**src/hdl/sfba_pkg.sv**
```systemverilog
// Shared types and codes for the segregated fixed-block allocator.
// No dependencies; used by every module of the block except the link memory.
`default_nettype none

package sfba_pkg;

  localparam int ADDR_W = 32;
  localparam int REQ_W  = 16;
  localparam int HDR_W  = 4;

  // Operation codes carried by the opcode field.
  localparam logic OP_ALLOC = 1'b0;
  localparam logic OP_FREE  = 1'b1;

  // Result status codes.
  localparam logic [1:0] STATUS_OK        = 2'd0;
  localparam logic [1:0] STATUS_EMPTY     = 2'd1;
  localparam logic [1:0] STATUS_TOO_LARGE = 2'd2;
  localparam logic [1:0] STATUS_BAD_FREE  = 2'd3;

  // Pool classes.
  localparam logic [1:0] CLS_SMALL  = 2'd0;
  localparam logic [1:0] CLS_MEDIUM = 2'd1;
  localparam logic [1:0] CLS_LARGE  = 2'd2;

  // Configuration register indexes (paddr bit 2).
  localparam logic REG_REGION_BASE  = 1'b0;
  localparam logic REG_HEADER_BYTES = 1'b1;

  // Commands from the controller to the datapath.
  typedef struct packed {
    logic load;
    logic decode;
    logic commit;
  } cmd_t;

endpackage

`default_nettype wire

```
**src/hdl/sfba_link_mem.sv**
```systemverilog
// Free-list link memory: one successor entry per block, with registered read.
// Per-entry written bits make unwritten entries read as their reset chain.
`default_nettype none

module sfba_link_mem #(
  parameter int SMALL_COUNT  = 8,
  parameter int MEDIUM_COUNT = 8,
  parameter int LARGE_COUNT  = 4,
  localparam int TOTAL = SMALL_COUNT + MEDIUM_COUNT + LARGE_COUNT,
  localparam int IDX_W = $clog2(TOTAL)
) (
  input  logic             clk,
  input  logic             rst,
  input  logic             rd_en,
  input  logic [IDX_W-1:0] rd_addr,
  output logic [IDX_W-1:0] rd_link,
  output logic             rd_valid,
  input  logic             wr_en,
  input  logic [IDX_W-1:0] wr_addr,
  input  logic [IDX_W-1:0] wr_link,
  input  logic             wr_valid
);

  localparam int ENT_W = IDX_W + 1;

  logic [ENT_W-1:0] mem [TOTAL];
  logic [TOTAL-1:0] written;
  logic [ENT_W-1:0] rd_q;
  logic             rd_written;
  logic [IDX_W-1:0] rd_addr_q;
  logic             last_of_pool;
  logic [IDX_W-1:0] reset_link;

  always_ff @(posedge clk) begin
    if (wr_en) begin
      mem[wr_addr] <= {wr_valid, wr_link};
    end
    if (rd_en) begin
      rd_q      <= mem[rd_addr];
      rd_addr_q <= rd_addr;
    end
  end

  always_ff @(posedge clk) begin
    if (rst) begin
      written    <= '0;
      rd_written <= 1'b0;
    end else begin
      if (wr_en) begin
        written[wr_addr] <= 1'b1;
      end
      if (rd_en) begin
        rd_written <= written[rd_addr];
      end
    end
  end

  // At reset every block points at its neighbour, the last of each pool at none.
  assign last_of_pool = (rd_addr_q == IDX_W'(SMALL_COUNT - 1)) ||
                        (rd_addr_q == IDX_W'(SMALL_COUNT + MEDIUM_COUNT - 1)) ||
                        (rd_addr_q == IDX_W'(TOTAL - 1));
  assign reset_link   = last_of_pool ? '0 : rd_addr_q + IDX_W'(1);

  assign rd_link  = rd_written ? rd_q[IDX_W-1:0] : reset_link;
  assign rd_valid = rd_written ? rd_q[IDX_W]     : !last_of_pool;

endmodule

`default_nettype wire

```
**src/hdl/sfba_ctrl.sv**
```systemverilog
// Controller state machine for the allocator: sequences load, decode, commit.
// Depends on sfba_pkg for the command struct.
`default_nettype none

module sfba_ctrl (
  input  logic          clk,
  input  logic          rst,
  input  logic          in_valid,
  output logic          in_stall,
  output logic          out_valid,
  input  logic          out_stall,
  output sfba_pkg::cmd_t cmd
);

  import sfba_pkg::*;

  typedef enum logic [1:0] {
    S_IDLE,
    S_DECODE,
    S_COMMIT
  } state_t;

  state_t state;
  logic   commit_go;
  logic   accept;

  // Commit only when the output register is free or is being emptied.
  assign commit_go = (state == S_COMMIT) && (!out_valid || !out_stall);
  assign in_stall  = !((state == S_IDLE) || commit_go);
  assign accept    = in_valid && !in_stall;

  assign cmd.load   = accept;
  assign cmd.decode = (state == S_DECODE);
  assign cmd.commit = commit_go;

  always_ff @(posedge clk) begin
    if (rst) begin
      state     <= S_IDLE;
      out_valid <= 1'b0;
    end else begin
      if (commit_go) begin
        out_valid <= 1'b1;
      end else if (!out_stall) begin
        out_valid <= 1'b0;
      end
      case (state)
        S_IDLE: begin
          if (accept) begin
            state <= S_DECODE;
          end
        end
        S_DECODE: begin
          state <= S_COMMIT;
        end
        S_COMMIT: begin
          if (commit_go) begin
            state <= accept ? S_DECODE : S_IDLE;
          end
        end
        default: begin
          state <= S_IDLE;
        end
      endcase
    end
  end

endmodule

`default_nettype wire

```
**src/hdl/sfba_datapath.sv**
```systemverilog
// Allocator datapath: input and decode registers, pool heads, in-use marks,
// address arithmetic and the result register. Uses sfba_pkg and sfba_link_mem.
`default_nettype none

module sfba_datapath #(
  parameter int SMALL_BYTES  = 16,
  parameter int SMALL_COUNT  = 8,
  parameter int MEDIUM_BYTES = 32,
  parameter int MEDIUM_COUNT = 8,
  parameter int LARGE_BYTES  = 64,
  parameter int LARGE_COUNT  = 4,
  localparam int TOTAL = SMALL_COUNT + MEDIUM_COUNT + LARGE_COUNT,
  localparam int IDX_W = $clog2(TOTAL)
) (
  input  logic                          clk,
  input  logic                          rst,
  input  sfba_pkg::cmd_t                cmd,
  input  logic                          opcode,
  input  logic [sfba_pkg::REQ_W-1:0]    request_bytes,
  input  logic [sfba_pkg::ADDR_W-1:0]   user_address,
  input  logic [sfba_pkg::ADDR_W-1:0]   region_base,
  input  logic [sfba_pkg::HDR_W-1:0]    header_bytes,
  output logic [sfba_pkg::ADDR_W-1:0]   granted_address,
  output logic [1:0]                    status,
  output logic [1:0]                    pool_class
);

  import sfba_pkg::*;

  localparam int PB    [3] = '{SMALL_BYTES, MEDIUM_BYTES, LARGE_BYTES};
  localparam int FIRST [3] = '{0, SMALL_COUNT, SMALL_COUNT + MEDIUM_COUNT};
  localparam int START [3] = '{0, SMALL_BYTES * SMALL_COUNT,
                               SMALL_BYTES * SMALL_COUNT + MEDIUM_BYTES * MEDIUM_COUNT};
  localparam int SPAN  [3] = '{SMALL_BYTES * SMALL_COUNT, MEDIUM_BYTES * MEDIUM_COUNT,
                               LARGE_BYTES * LARGE_COUNT};

  // Input registers.
  logic              in_op;
  logic [REQ_W-1:0]  in_req;
  logic [ADDR_W-1:0] in_uaddr;

  // Pool state.
  logic [IDX_W-1:0] head [3];
  logic [2:0]       head_valid;
  logic [TOTAL-1:0] in_use;

  // Decode results.
  logic              d_op;
  logic              d_ok;
  logic [1:0]        d_cls;
  logic [1:0]        d_status;
  logic [IDX_W-1:0]  d_blk;
  logic [ADDR_W-1:0] d_addr;
  logic [IDX_W-1:0]  d_head;
  logic              d_hv;

  // Per-pool decode terms.
  logic [2:0]        fit;
  logic [2:0]        inrange;
  logic [2:0]        aligned;
  logic [ADDR_W-1:0] pool_addr [3];
  logic [ADDR_W-1:0] rel [3];
  logic [IDX_W-1:0]  fblk [3];
  logic [ADDR_W-1:0] off;

  // Selected terms.
  logic              a_found;
  logic [1:0]        a_cls;
  logic [IDX_W-1:0]  a_head;
  logic              a_hv;
  logic [ADDR_W-1:0] a_part;
  logic              f_found;
  logic [1:0]        f_cls;
  logic [IDX_W-1:0]  f_head;
  logic              f_hv;
  logic [IDX_W-1:0]  f_blk;
  logic              f_aligned;

  logic              n_ok;
  logic [1:0]        n_cls;
  logic [1:0]        n_status;
  logic [IDX_W-1:0]  n_blk;
  logic [ADDR_W-1:0] n_addr;

  // Link memory port.
  logic [IDX_W-1:0] rd_link;
  logic             rd_valid;
  logic             wr_en;
  logic [IDX_W-1:0] wr_link;
  logic             wr_valid;

  always_ff @(posedge clk) begin
    if (cmd.load) begin
      in_op    <= opcode;
      in_req   <= request_bytes;
      in_uaddr <= user_address;
    end
  end

  assign off = in_uaddr - ADDR_W'(header_bytes) - region_base;

  for (genvar c = 0; c < 3; c++) begin : g_pool
    localparam int                LG     = $clog2(PB[c]);
    localparam logic [16:0]       PBW    = 17'(PB[c]);
    localparam logic [ADDR_W-1:0] ADJ    = ADDR_W'(START[c] - FIRST[c] * PB[c]);
    localparam logic [ADDR_W-1:0] STARTW = ADDR_W'(START[c]);
    localparam logic [ADDR_W-1:0] SPANW  = ADDR_W'(SPAN[c]);
    localparam logic [ADDR_W-1:0] MASKW  = ADDR_W'(PB[c] - 1);
    localparam logic [IDX_W-1:0]  FIRSTW = IDX_W'(FIRST[c]);

    assign fit[c] = (PBW >= 17'(header_bytes)) &&
                    (17'(in_req) <= PBW - 17'(header_bytes));
    // Block start relative to region_base: offset of the pool plus index times size.
    assign pool_addr[c] = (ADDR_W'(head[c]) << LG) + ADJ;
    assign rel[c]       = off - STARTW;
    assign inrange[c]   = (off >= STARTW) && (rel[c] < SPANW);
    assign aligned[c]   = (rel[c] & MASKW) == '0;
    assign fblk[c]      = FIRSTW + IDX_W'(rel[c] >> LG);
  end

  always_comb begin
    a_found = 1'b1;
    if (fit[0]) begin
      a_cls = CLS_SMALL;
    end else if (fit[1]) begin
      a_cls = CLS_MEDIUM;
    end else if (fit[2]) begin
      a_cls = CLS_LARGE;
    end else begin
      a_cls   = CLS_SMALL;
      a_found = 1'b0;
    end

    f_found = 1'b1;
    if (inrange[0]) begin
      f_cls = CLS_SMALL;
    end else if (inrange[1]) begin
      f_cls = CLS_MEDIUM;
    end else if (inrange[2]) begin
      f_cls = CLS_LARGE;
    end else begin
      f_cls   = CLS_SMALL;
      f_found = 1'b0;
    end

    case (a_cls)
      CLS_MEDIUM: begin
        a_head = head[1]; a_hv = head_valid[1]; a_part = pool_addr[1];
      end
      CLS_LARGE: begin
        a_head = head[2]; a_hv = head_valid[2]; a_part = pool_addr[2];
      end
      default: begin
        a_head = head[0]; a_hv = head_valid[0]; a_part = pool_addr[0];
      end
    endcase

    case (f_cls)
      CLS_MEDIUM: begin
        f_head = head[1]; f_hv = head_valid[1]; f_blk = fblk[1]; f_aligned = aligned[1];
      end
      CLS_LARGE: begin
        f_head = head[2]; f_hv = head_valid[2]; f_blk = fblk[2]; f_aligned = aligned[2];
      end
      default: begin
        f_head = head[0]; f_hv = head_valid[0]; f_blk = fblk[0]; f_aligned = aligned[0];
      end
    endcase

    n_addr = '0;
    if (in_op == OP_ALLOC) begin
      n_blk = a_head;
      n_cls = a_cls;
      n_ok  = 1'b0;
      if (!a_found) begin
        n_status = STATUS_TOO_LARGE;
      end else if (!a_hv) begin
        n_status = STATUS_EMPTY;
      end else begin
        n_status = STATUS_OK;
        n_ok     = 1'b1;
        n_addr   = region_base + a_part + ADDR_W'(header_bytes);
      end
    end else begin
      n_blk    = f_blk;
      n_ok     = f_found && f_aligned && in_use[f_blk];
      n_status = n_ok ? STATUS_OK : STATUS_BAD_FREE;
      n_cls    = n_ok ? f_cls : CLS_SMALL;
    end
  end

  always_ff @(posedge clk) begin
    if (cmd.decode) begin
      d_op     <= in_op;
      d_ok     <= n_ok;
      d_cls    <= n_cls;
      d_status <= n_status;
      d_blk    <= n_blk;
      d_addr   <= n_addr;
      d_head   <= f_head;
      d_hv     <= f_hv;
    end
  end

  // Commit: pop the head on allocate, push the block on free.
  assign wr_en    = cmd.commit && d_ok;
  assign wr_link  = (d_op == OP_ALLOC) ? '0 : d_head;
  assign wr_valid = (d_op == OP_ALLOC) ? 1'b0 : d_hv;

  always_ff @(posedge clk) begin
    if (rst) begin
      for (int c = 0; c < 3; c++) begin
        head[c] <= IDX_W'(FIRST[c]);
      end
      head_valid <= '1;
      in_use     <= '0;
    end else if (wr_en) begin
      case (d_cls)
        CLS_MEDIUM: begin
          head[1]       <= (d_op == OP_ALLOC) ? rd_link : d_blk;
          head_valid[1] <= (d_op == OP_ALLOC) ? rd_valid : 1'b1;
        end
        CLS_LARGE: begin
          head[2]       <= (d_op == OP_ALLOC) ? rd_link : d_blk;
          head_valid[2] <= (d_op == OP_ALLOC) ? rd_valid : 1'b1;
        end
        default: begin
          head[0]       <= (d_op == OP_ALLOC) ? rd_link : d_blk;
          head_valid[0] <= (d_op == OP_ALLOC) ? rd_valid : 1'b1;
        end
      endcase
      in_use[d_blk] <= (d_op == OP_ALLOC);
    end
  end

  always_ff @(posedge clk) begin
    if (cmd.commit) begin
      granted_address <= d_addr;
      status          <= d_status;
      pool_class      <= d_cls;
    end
  end

  sfba_link_mem #(
    .SMALL_COUNT  (SMALL_COUNT),
    .MEDIUM_COUNT (MEDIUM_COUNT),
    .LARGE_COUNT  (LARGE_COUNT)
  ) u_link_mem (
    .clk      (clk),
    .rst      (rst),
    .rd_en    (cmd.decode),
    .rd_addr  (a_head),
    .rd_link  (rd_link),
    .rd_valid (rd_valid),
    .wr_en    (wr_en),
    .wr_addr  (d_blk),
    .wr_link  (wr_link),
    .wr_valid (wr_valid)
  );

endmodule

`default_nettype wire

```
**src/hdl/segregated_fixed_block_allocator_top.sv**
```systemverilog
// Segregated fixed-block allocator top level: configuration registers, controller, datapath.
// A result is presented once its request has passed the input, decode and result registers.
// A new request beat is taken while idle or in the previous request's commit cycle, as the
// registered link memory read must precede each head update. Output stalls delay the commit.
// Reset (rst, synchronous): every pool's free list holds all its blocks, nothing is in use.
`default_nettype none

module segregated_fixed_block_allocator_top #(
  parameter int SMALL_BYTES  = 16,
  parameter int SMALL_COUNT  = 8,
  parameter int MEDIUM_BYTES = 32,
  parameter int MEDIUM_COUNT = 8,
  parameter int LARGE_BYTES  = 64,
  parameter int LARGE_COUNT  = 4
) (
  input  logic                        clk,
  input  logic                        rst,
  // Request channel.
  input  logic                        in_valid,
  output logic                        in_stall,
  input  logic                        opcode,
  input  logic [sfba_pkg::REQ_W-1:0]  request_bytes,
  input  logic [sfba_pkg::ADDR_W-1:0] user_address,
  // Result channel.
  output logic                        out_valid,
  input  logic                        out_stall,
  output logic [sfba_pkg::ADDR_W-1:0] granted_address,
  output logic [1:0]                  status,
  output logic [1:0]                  pool_class,
  // Configuration port.
  input  logic                        psel,
  input  logic                        penable,
  input  logic                        pwrite,
  input  logic [2:0]                  paddr,
  input  logic [31:0]                 pwdata,
  output logic [31:0]                 prdata,
  output logic                        pready
);

  import sfba_pkg::*;

  // The link memory holds one entry per block. Rather than sweeping it after
  // reset, each entry has a written bit; an entry never written reads as its
  // reset chain, so the block accepts requests as soon as reset is released.

  logic [ADDR_W-1:0] region_base;
  logic [HDR_W-1:0]  header_bytes;
  logic              cfg_write;
  cmd_t              cmd;

  // The two registers sit at byte addresses 0 and 4; bit 2 of paddr picks one.
  // The port never waits, so pready is tied high.
  assign pready    = 1'b1;
  assign cfg_write = psel && penable && pwrite && pready;

  always_ff @(posedge clk) begin
    if (rst) begin
      region_base  <= '0;
      header_bytes <= HDR_W'(8);
    end else if (cfg_write) begin
      case (paddr[2])
        REG_REGION_BASE: begin
          region_base <= pwdata;
        end
        REG_HEADER_BYTES: begin
          header_bytes <= pwdata[HDR_W-1:0];
        end
        default: begin
          region_base <= region_base;
        end
      endcase
    end
  end

  always_comb begin
    case (paddr[2])
      REG_HEADER_BYTES: prdata = 32'(header_bytes);
      default:          prdata = region_base;
    endcase
  end

  // The controller steps each request through a decode cycle, in which the
  // pool is chosen and the link memory is read at that pool's head, and a
  // commit cycle, in which the free list and in-use marks are updated and the
  // result is loaded. A new request beat is taken in the commit cycle, so the next
  // request is registered while the previous one commits. The result register parts the
  // two channels: the commit simply waits while a previous result is stalled.
  sfba_ctrl u_ctrl (
    .clk       (clk),
    .rst       (rst),
    .in_valid  (in_valid),
    .in_stall  (in_stall),
    .out_valid (out_valid),
    .out_stall (out_stall),
    .cmd       (cmd)
  );

  // The datapath holds the three free-list heads, the in-use marks, the link
  // memory and the address arithmetic. Pool sizes are powers of two, so block
  // index and alignment come from shifts and masks of the offset.
  sfba_datapath #(
    .SMALL_BYTES  (SMALL_BYTES),
    .SMALL_COUNT  (SMALL_COUNT),
    .MEDIUM_BYTES (MEDIUM_BYTES),
    .MEDIUM_COUNT (MEDIUM_COUNT),
    .LARGE_BYTES  (LARGE_BYTES),
    .LARGE_COUNT  (LARGE_COUNT)
  ) u_datapath (
    .clk             (clk),
    .rst             (rst),
    .cmd             (cmd),
    .opcode          (opcode),
    .request_bytes   (request_bytes),
    .user_address    (user_address),
    .region_base     (region_base),
    .header_bytes    (header_bytes),
    .granted_address (granted_address),
    .status          (status),
    .pool_class      (pool_class)
  );

endmodule

`default_nettype wire

```
**config.mk**
```make
export PLATFORM = sky130hd
export DESIGN_NAME = segregated_fixed_block_allocator_top
export DESIGN_NICKNAME = d
export VERILOG_FILES = /design/src/hdl/sfba_pkg.sv /design/src/hdl/sfba_link_mem.sv /design/src/hdl/sfba_ctrl.sv /design/src/hdl/sfba_datapath.sv /design/src/hdl/segregated_fixed_block_allocator_top.sv
export SDC_FILE = /design/constraint.sdc
export NUM_CORES = 1
export LEC_CHECK = 0
export ABC_AREA = 1
export BUFFER_PORTS_ARGS = -buffer_cell sky130_fd_sc_hd__buf_2
export CAP_MARGIN = 40
export CORE_MARGIN = 2
export CORE_UTILIZATION = 50
export DETAILED_ROUTE_END_ITERATION = 8
export PLACE_DENSITY = 0.73
export SYNTH_ARGS = -nofsm -noshare
export SYNTH_HDL_FRONTEND = slang
export SYNTH_SLANG_ARGS = --single-unit
```
**constraint.sdc**
```tcl
create_clock -name clk -period 6.25 [get_ports clk]
set_input_delay 0 -clock clk [delete_from_list [all_inputs] [get_ports clk]]
set_output_delay 0 -clock clk [all_outputs]
set_load 0.01 [all_outputs]
```
* Word level (Yosys, flattened, before mapping)
Memories as Yosys holds them, arrays and structs flattened. A register that Yosys moved wholly into a read port is not among the register bits.
Cells that the tools add are included.
** Operators by class
- $add $sub $neg :: 14
- Magnitude comparators :: 13
- Equality and inequality tests :: 14
- Mux-type cells :: 69
- Bitwise logic cells :: 9
- Reductions and logical operators :: 31
** Operator list (count)
- 32-bit logical NOT :: 3
- 32-bit by 9-bit < comparator with 1-bit output, second input constant :: 2
- 32-bit one-hot mux with 2 select lines :: 1
- 16-bit by 17-bit less-or-equal comparator with 1-bit output :: 3
- 5-bit two-way mux :: 8
- 1-bit two-way mux :: 35
- 32-bit adder :: 1
- 32-bit by 4-bit adder with 32-bit output :: 1
- 32-bit by 1-bit greater-or-equal comparator with 1-bit output, second input constant :: 1
- 32-bit by 8-bit greater-or-equal comparator with 1-bit output, second input constant :: 1
- 32-bit by 9-bit greater-or-equal comparator with 1-bit output, second input constant :: 1
- 32-bit by 8-bit < comparator with 1-bit output, second input constant :: 1
- 32-bit two-way mux :: 1
- 32-bit subtractor :: 1
- 32-bit by 4-bit subtractor with 32-bit output :: 1
- 32-bit by 8-bit subtractor with 32-bit output, second input constant :: 1
- 32-bit by 9-bit subtractor with 32-bit output, second input constant :: 1
- 5-bit one-hot mux with 2 select lines :: 3
- 2-bit two-way mux :: 13
- 20-bit bitwise mux :: 1
- 20-bit OR :: 1
- 5-bit by 6-bit < comparator with 1-bit output, second input constant :: 3
- 12-bit by 11-bit adder with 13-bit output, second input constant :: 1
- 11-bit by 8-bit adder with 12-bit output, second input constant :: 1
- other kinds (26) :: 64
** Word-level totals
- Bits in registers :: 222
- RAM bits :: 135
- Bits of input ports :: 91
- Output and inout port bits :: 71
- Word-level logic and storage cells :: 177
- Memories :: 2
** Memories
- u_datapath.u_link_mem.mem :: depth 20, bits a word 6, rd ports 1, clocked after memory_dff 1, wr ports 1, RTL line sfba_link_mem.sv:26 : logic [ENT_W-1:0] mem [TOTAL];
- u_datapath.head :: depth 3, bits a word 5, rd ports 3, clocked after memory_dff 0, wr ports 3, RTL line sfba_datapath.sv:43 : logic [IDX_W-1:0] head [3];

* Logic depth before layout (Yosys ltp)
- Depth after elaboration :: 15
- Gate-level depth with buffers :: 38
- Mapped depth without buffers :: 38

* By module
From an unflattened synthesis, not the netlist that was laid out.
** Unflattened totals
- Cells, all modules :: 2796
- Area, all modules :: 22148.7 µm²
** Modules (own cells, without submodules)
- sfba_datapath :: instances 1, cells an instance 1888, area each 13790.7 µm², sequential area each 4934.7 µm²
- sfba_link_mem :: instances 1, cells an instance 580, area each 6267.3 µm², sequential area each 4354.2 µm²
- segregated_fixed_block_allocator_top :: instances 1, cells an instance 306, area each 1938.1 µm², sequential area each 720.7 µm²
- sfba_ctrl :: instances 1, cells an instance 22, area each 152.6 µm², sequential area each 60.1 µm²

* Worst setup path after synthesis
Ideal clock, no wire load.
- Kind :: reg2reg
- Start :: register header_bytes[0]
- End :: register u_datapath.d_addr[31], data pin
- Arrival time :: 5.308 ns
- Path slack :: 0.672 ns
- Cell stages (with the launch flop) :: 37
- Path buffers :: 0
- Clock period less this slack :: 5.578 ns
- Cell sequence :: dfxtp_1 -> inv_1 -> ha_1 -> xor2_1 -> ha_1 -> a21oi_1 -> o21ai_0 -> a21oi_1 -> nor2_1 -> nor4_1 -> a21o_1 -> inv_1 -> nand3_1 -> clkinv_1 -> nor2_1 -> inv_1 -> nor2_1 -> a221oi_1 -> ha_1 -> a21oi_1 -> o21ai_0 -> a21oi_1 -> inv_1 -> a21oi_1 -> nor3_1 -> nor2_1 -> o21ai_0 -> a21boi_0 -> o21ai_0 -> a31oi_1 -> o21ai_0 -> a21boi_0 -> nor2_1 -> nand2_1 -> nand2_1 -> nor2_1 -> nor3_1
** On the way
- Longest elaborated chain between the ends :: 9
** RTL lines
- start, declared :: RTL line segregated_fixed_block_allocator_top.sv:47 : logic [HDR_W-1:0] header_bytes;
- start signal, assigned :: RTL line segregated_fixed_block_allocator_top.sv:66 : header_bytes <= pwdata[HDR_W-1:0];
- 7-bit by 4-bit subtractor with 8-bit output :: RTL line sfba_datapath.sv:112 : (17'(in_req) <= PBW - 17'(header_bytes));
- 16-bit by 17-bit less-or-equal comparator with 1-bit output :: RTL line sfba_datapath.sv:112
- 2-bit two-way mux :: RTL line sfba_datapath.sv:127 : end else if (fit[2]) begin
- 2-bit two-way mux :: RTL line sfba_datapath.sv:125 : end else if (fit[1]) begin
- 2-bit two-way mux :: RTL line sfba_datapath.sv:123 : if (fit[0]) begin
- 2-bit == test / 2-bit by 1-bit == test with 1-bit output (equally long branches) :: RTL line sfba_datapath.sv:146 : case (a_cls)
- 32-bit one-hot mux with 2 select lines / 1-bit one-hot mux with 2 select lines (equally long branches) :: RTL line sfba_datapath.sv:146
- 32-bit adder / 1-bit NOT (equally long branches)
- 32-bit by 4-bit adder with 32-bit output / 3-bit OR reduction (equally long branches)
- end signal, assigned :: RTL line sfba_datapath.sv:199 : d_addr <= n_addr;
- end, declared :: RTL line sfba_datapath.sv:53 : logic [ADDR_W-1:0] d_addr;
Several ways; a longest one is shown, not always the timed one.
A chain may end at the register's enable or synchronous reset.

* Worst setup path after layout
Ends and elaborated chain as after synthesis.

==> summary.txt <==
outcome: complete, no violations
vias in the first global route: 17940
core box area: 41670 um2
#FFs+latches synth: 363
drt first pass iters: 5
Placer Congestion: 0.9672
HP Class: input pin to flop
crit path to: u_datapath.d_addr[31]
startpoint types: flop
initial antenna violation count: 1
Longest Clk Path Bufs: 3
CTS root buffer: clkbuf_16
# setup viols final: 0
Arr. time, crit path: 6020 ps
uppermost layer routed: met4
GRT Overall Usage: 28.23%
worst skew pair latency: 570 ps
placed inst area: 22450 um2
Finished Cell Area: 24640 um2
reg-to-reg endpoint: u_datapath.d_addr[31]
nets@finish: 3012
# DRC: 0
layout cells sized above 1: 12.54%
fmax: 0.1747 GHz
Die Area: 43570 um2
WL final: 61.73 mm
Int Power: 4.302 mW
CTS tree: done
static leakage: 10.90 nW
reg2reg start: header_bytes[0]
first-pass GRT wire length: 96.17 mm
register-to-register setup slack: 520 ps
Yosys top cell by area: edfxtp_1
largest net degree at the start of global routing: 72
Most used DFF post-synth: edfxtp_1
row count: 75
synth top area cells: edfxtp_1, nand2_1, dfxtp_1, ha_1, inv_1
DIE HEIGHT: 208.7 um
sequential area share after synthesis: 48.05%
crit path from: header_bytes[0]
EDFF count, synth: 280
I/O pin cnt: 162
Setup Skew: 20.98 ps
Finished Core Util: 59.14%
DP HPWL: 45.22 mm
Routed Antenna Nets: 0
Place WS: -5.290 ps
Worst VDD drop: 202.4 uV
M1 WL: 26.20 mm
Yosys Warn Count: 0
Gate power share: 18.3%
synthesized area: 20960 um2
PwrDens: 246.8 nW/um2
sequential share of power: 44.3%
Max stage delay on crit path: 380 ps
Synth Net Count: 2750
Crit-path slowest cell: dfxtp_1
Unique masters post-synth: 59
setup TNS: 0 ps
syn_area_per_cell: 8.258 um2
DR WL/cell: 18.31 um
vias per inst: 5.504
vias after detailed routing: 18560
die width: 208.7 um
clock network power share: 37.4%
cts bufs inserted: 39
Rel. slew slack: 38.96%
R2R cell count: 36
CP Max Fanout: 5
post-route minimum period: 5725 ps
Post-synth ARST share: 0%
DR WL met2: 28.38 mm
Setup Crit Path Kind: flop to flop
Switching Fraction: 29.25%
Max-Cap Viols: 0
FILL cells: 3691
Clock Sinks: 363
fin. max-slew vios: 0
Initial Utilization: 50.30%
met3 routed WL: 5.133 mm
worst-margin pin slew: 912.3 ps
H-tree Lvls: 2
most frequent cell after synthesis: nand2_1
grt total ovfl: 0
crit end category: flop
total power: 6.081 mW
Reg clk slew, reported paths: 60 ps
final setup margin: 524.8 ps
worst endpoint required time: 6550 ps
Commonest cells post-synth: nand2_1, inv_1, nor2_1, edfxtp_1, o21ai_0
Psw: 1.778 mW
Area Overhead vs Synth: 17.58%
top-area cell type share of the netlist area: 40.12%
initial DRC count: 1678
Final Hold Violating Endpoints: 0
Mapped Cells: 2538
count of input and output buffers: 158
Tcrit/Tclk final: 91.60%
what timing repair did:
| item | 4_1_cts | 5_1_grt |
|---|---|---|
| pin swaps | 0 | 1 |
| gates resized for setup | 1 | 20 |
| hold buffers | 87 | 0 |
| buffers inserted | 0 | 1 |
| setup endpoints to repair | 1 | 12 |
| hold endpoints to repair | 92 | 0 |
through the flow:
step	instances	hold WS, ps
floorplan	2538	98.87
global placement	3201	176.8
detailed placement	3209	178.2
CTS	3368	85.23
global route	3371	126.3
finish	3371	112.2
layout make-up:
type                       count  area, um2  share of cell area [%]
antenna                        1      2.502                 0.01016
clock buffer                  54       1072                   4.352
clock inverter                18      188.9                  0.7667
inverter                     396       1488                   6.037
multi-input combinational   1728       9256                   37.56
sequential                   363      10070                   40.87
tap                          539      674.4                   2.737
timing repair buffer         272       1889                   7.667
worst max-delay path, delay by kind of cell (launching register included):
family	cells	cell delay, ps
buffers and inverters	5	600
AOI/OAI and AO/OA	16	2330
and+or+nand+nor	11	1060
DFF	1	380
adders and majority gates	3	920
xor gates and xnor gates	1	150
cell families (layout without fill, tap and decap cells):
| family | after synthesis | count (layout) | share of synthesized area [%] |
|---|---|---|---|
| compound gates | 434 | 434 | 11.67 |
| xor+xnor | 22 | 22 | 0.9194 |
| fa+ha+maj | 121 | 121 | 7.403 |
| buf+inv | 447 | 740 | 8.084 |
| flops | 363 | 363 | 48.05 |
| other cells | 1 | 2 | 0.01789 |
| simple gates | 1150 | 1150 | 23.86 |
per-layer routing:
layer	GRT usage, %	vias to the layer above
met5	0	-
met4	9.951	0
met3	5.531	134
met2	45.18	699
met1	38.40	8746
li1	-	8976
layout by cell type, fill, tap and decap left out, types with 5 or more instances in the layout:
master	instances
nand2_1	518
inv_1	382
nor2_1	331
edfxtp_1	280
o21ai_0	173
buf_2	158
a21oi_1	145
nand3_1	124
ha_1	116
dlygate4sd3_1	87
dfxtp_1	83
nand4_1	45
clkbuf_16	39
nand2_2	30
nor3_1	26
nor2_2	25
buf_4	25
o22ai_1	22
xor2_1	18
o21a_1	12
nand3_2	12
nor2_4	11
clkbuf_1	11
o21ai_1	10
o221ai_1	10
clkinv_1	8
or2_2	8
inv_2	8
o32ai_1	8
nor4_1	7
clkinv_2	7
o211ai_1	6
a221oi_1	5
a21boi_1	5
a211oi_1	5
fa_1	5
registers in the layout, summed over array words and instances, names as in the netlist, 2 cells and up:
name and flops:
u_ctrl.state 2, u_datapath.u_link_mem.mem 120, u_datapath.in_uaddr 32, u_datapath.u_link_mem.rd_q 6, region_base 32, u_datapath.granted_address 32, u_datapath.status 2, header_bytes 4
u_datapath.in_use 20, u_datapath.d_addr 32, u_datapath.u_link_mem.written 20, u_datapath.d_blk 5, u_datapath.pool_class 2, u_datapath.u_link_mem.rd_addr_q 5, u_datapath.d_status 2, u_datapath.d_cls 2
u_datapath.d_head 5, u_datapath.head_valid 3, u_datapath.head 15, u_datapath.in_req 16
power by group through the flow:
| stage | clock network [mW] | logic [mW] | registers (mW) |
|---|---|---|---|
| after floorplan | 0 | 0.753 | 2.73 |
| after global placement | 0 | 1.03 | 2.74 |
| after detailed placement | 0 | 1.05 | 2.74 |
| after CTS | 2.30 | 1.10 | 2.69 |
| after global routing | 2.39 | 1.25 | 2.69 |
| final | 2.28 | 1.11 | 2.69 |
worst min-delay path by stage:
stage | from | endpoint | slack [ps] | cells past startpoint
finish | pwrite | header_bytes[3] | 110 | 4
global route | user_address[7] | u_datapath.in_uaddr[7] | 130 | 2
CTS | pwrite | header_bytes[3] | 90 | 4
detailed placement | user_address[8] | u_datapath.in_uaddr[8] | 180 | 1
global placement | user_address[26] | u_datapath.in_uaddr[26] | 180 | 1
floorplan | opcode | u_datapath.in_op | 100 | 0
Note: power is estimated with default switching activity, not from simulation.
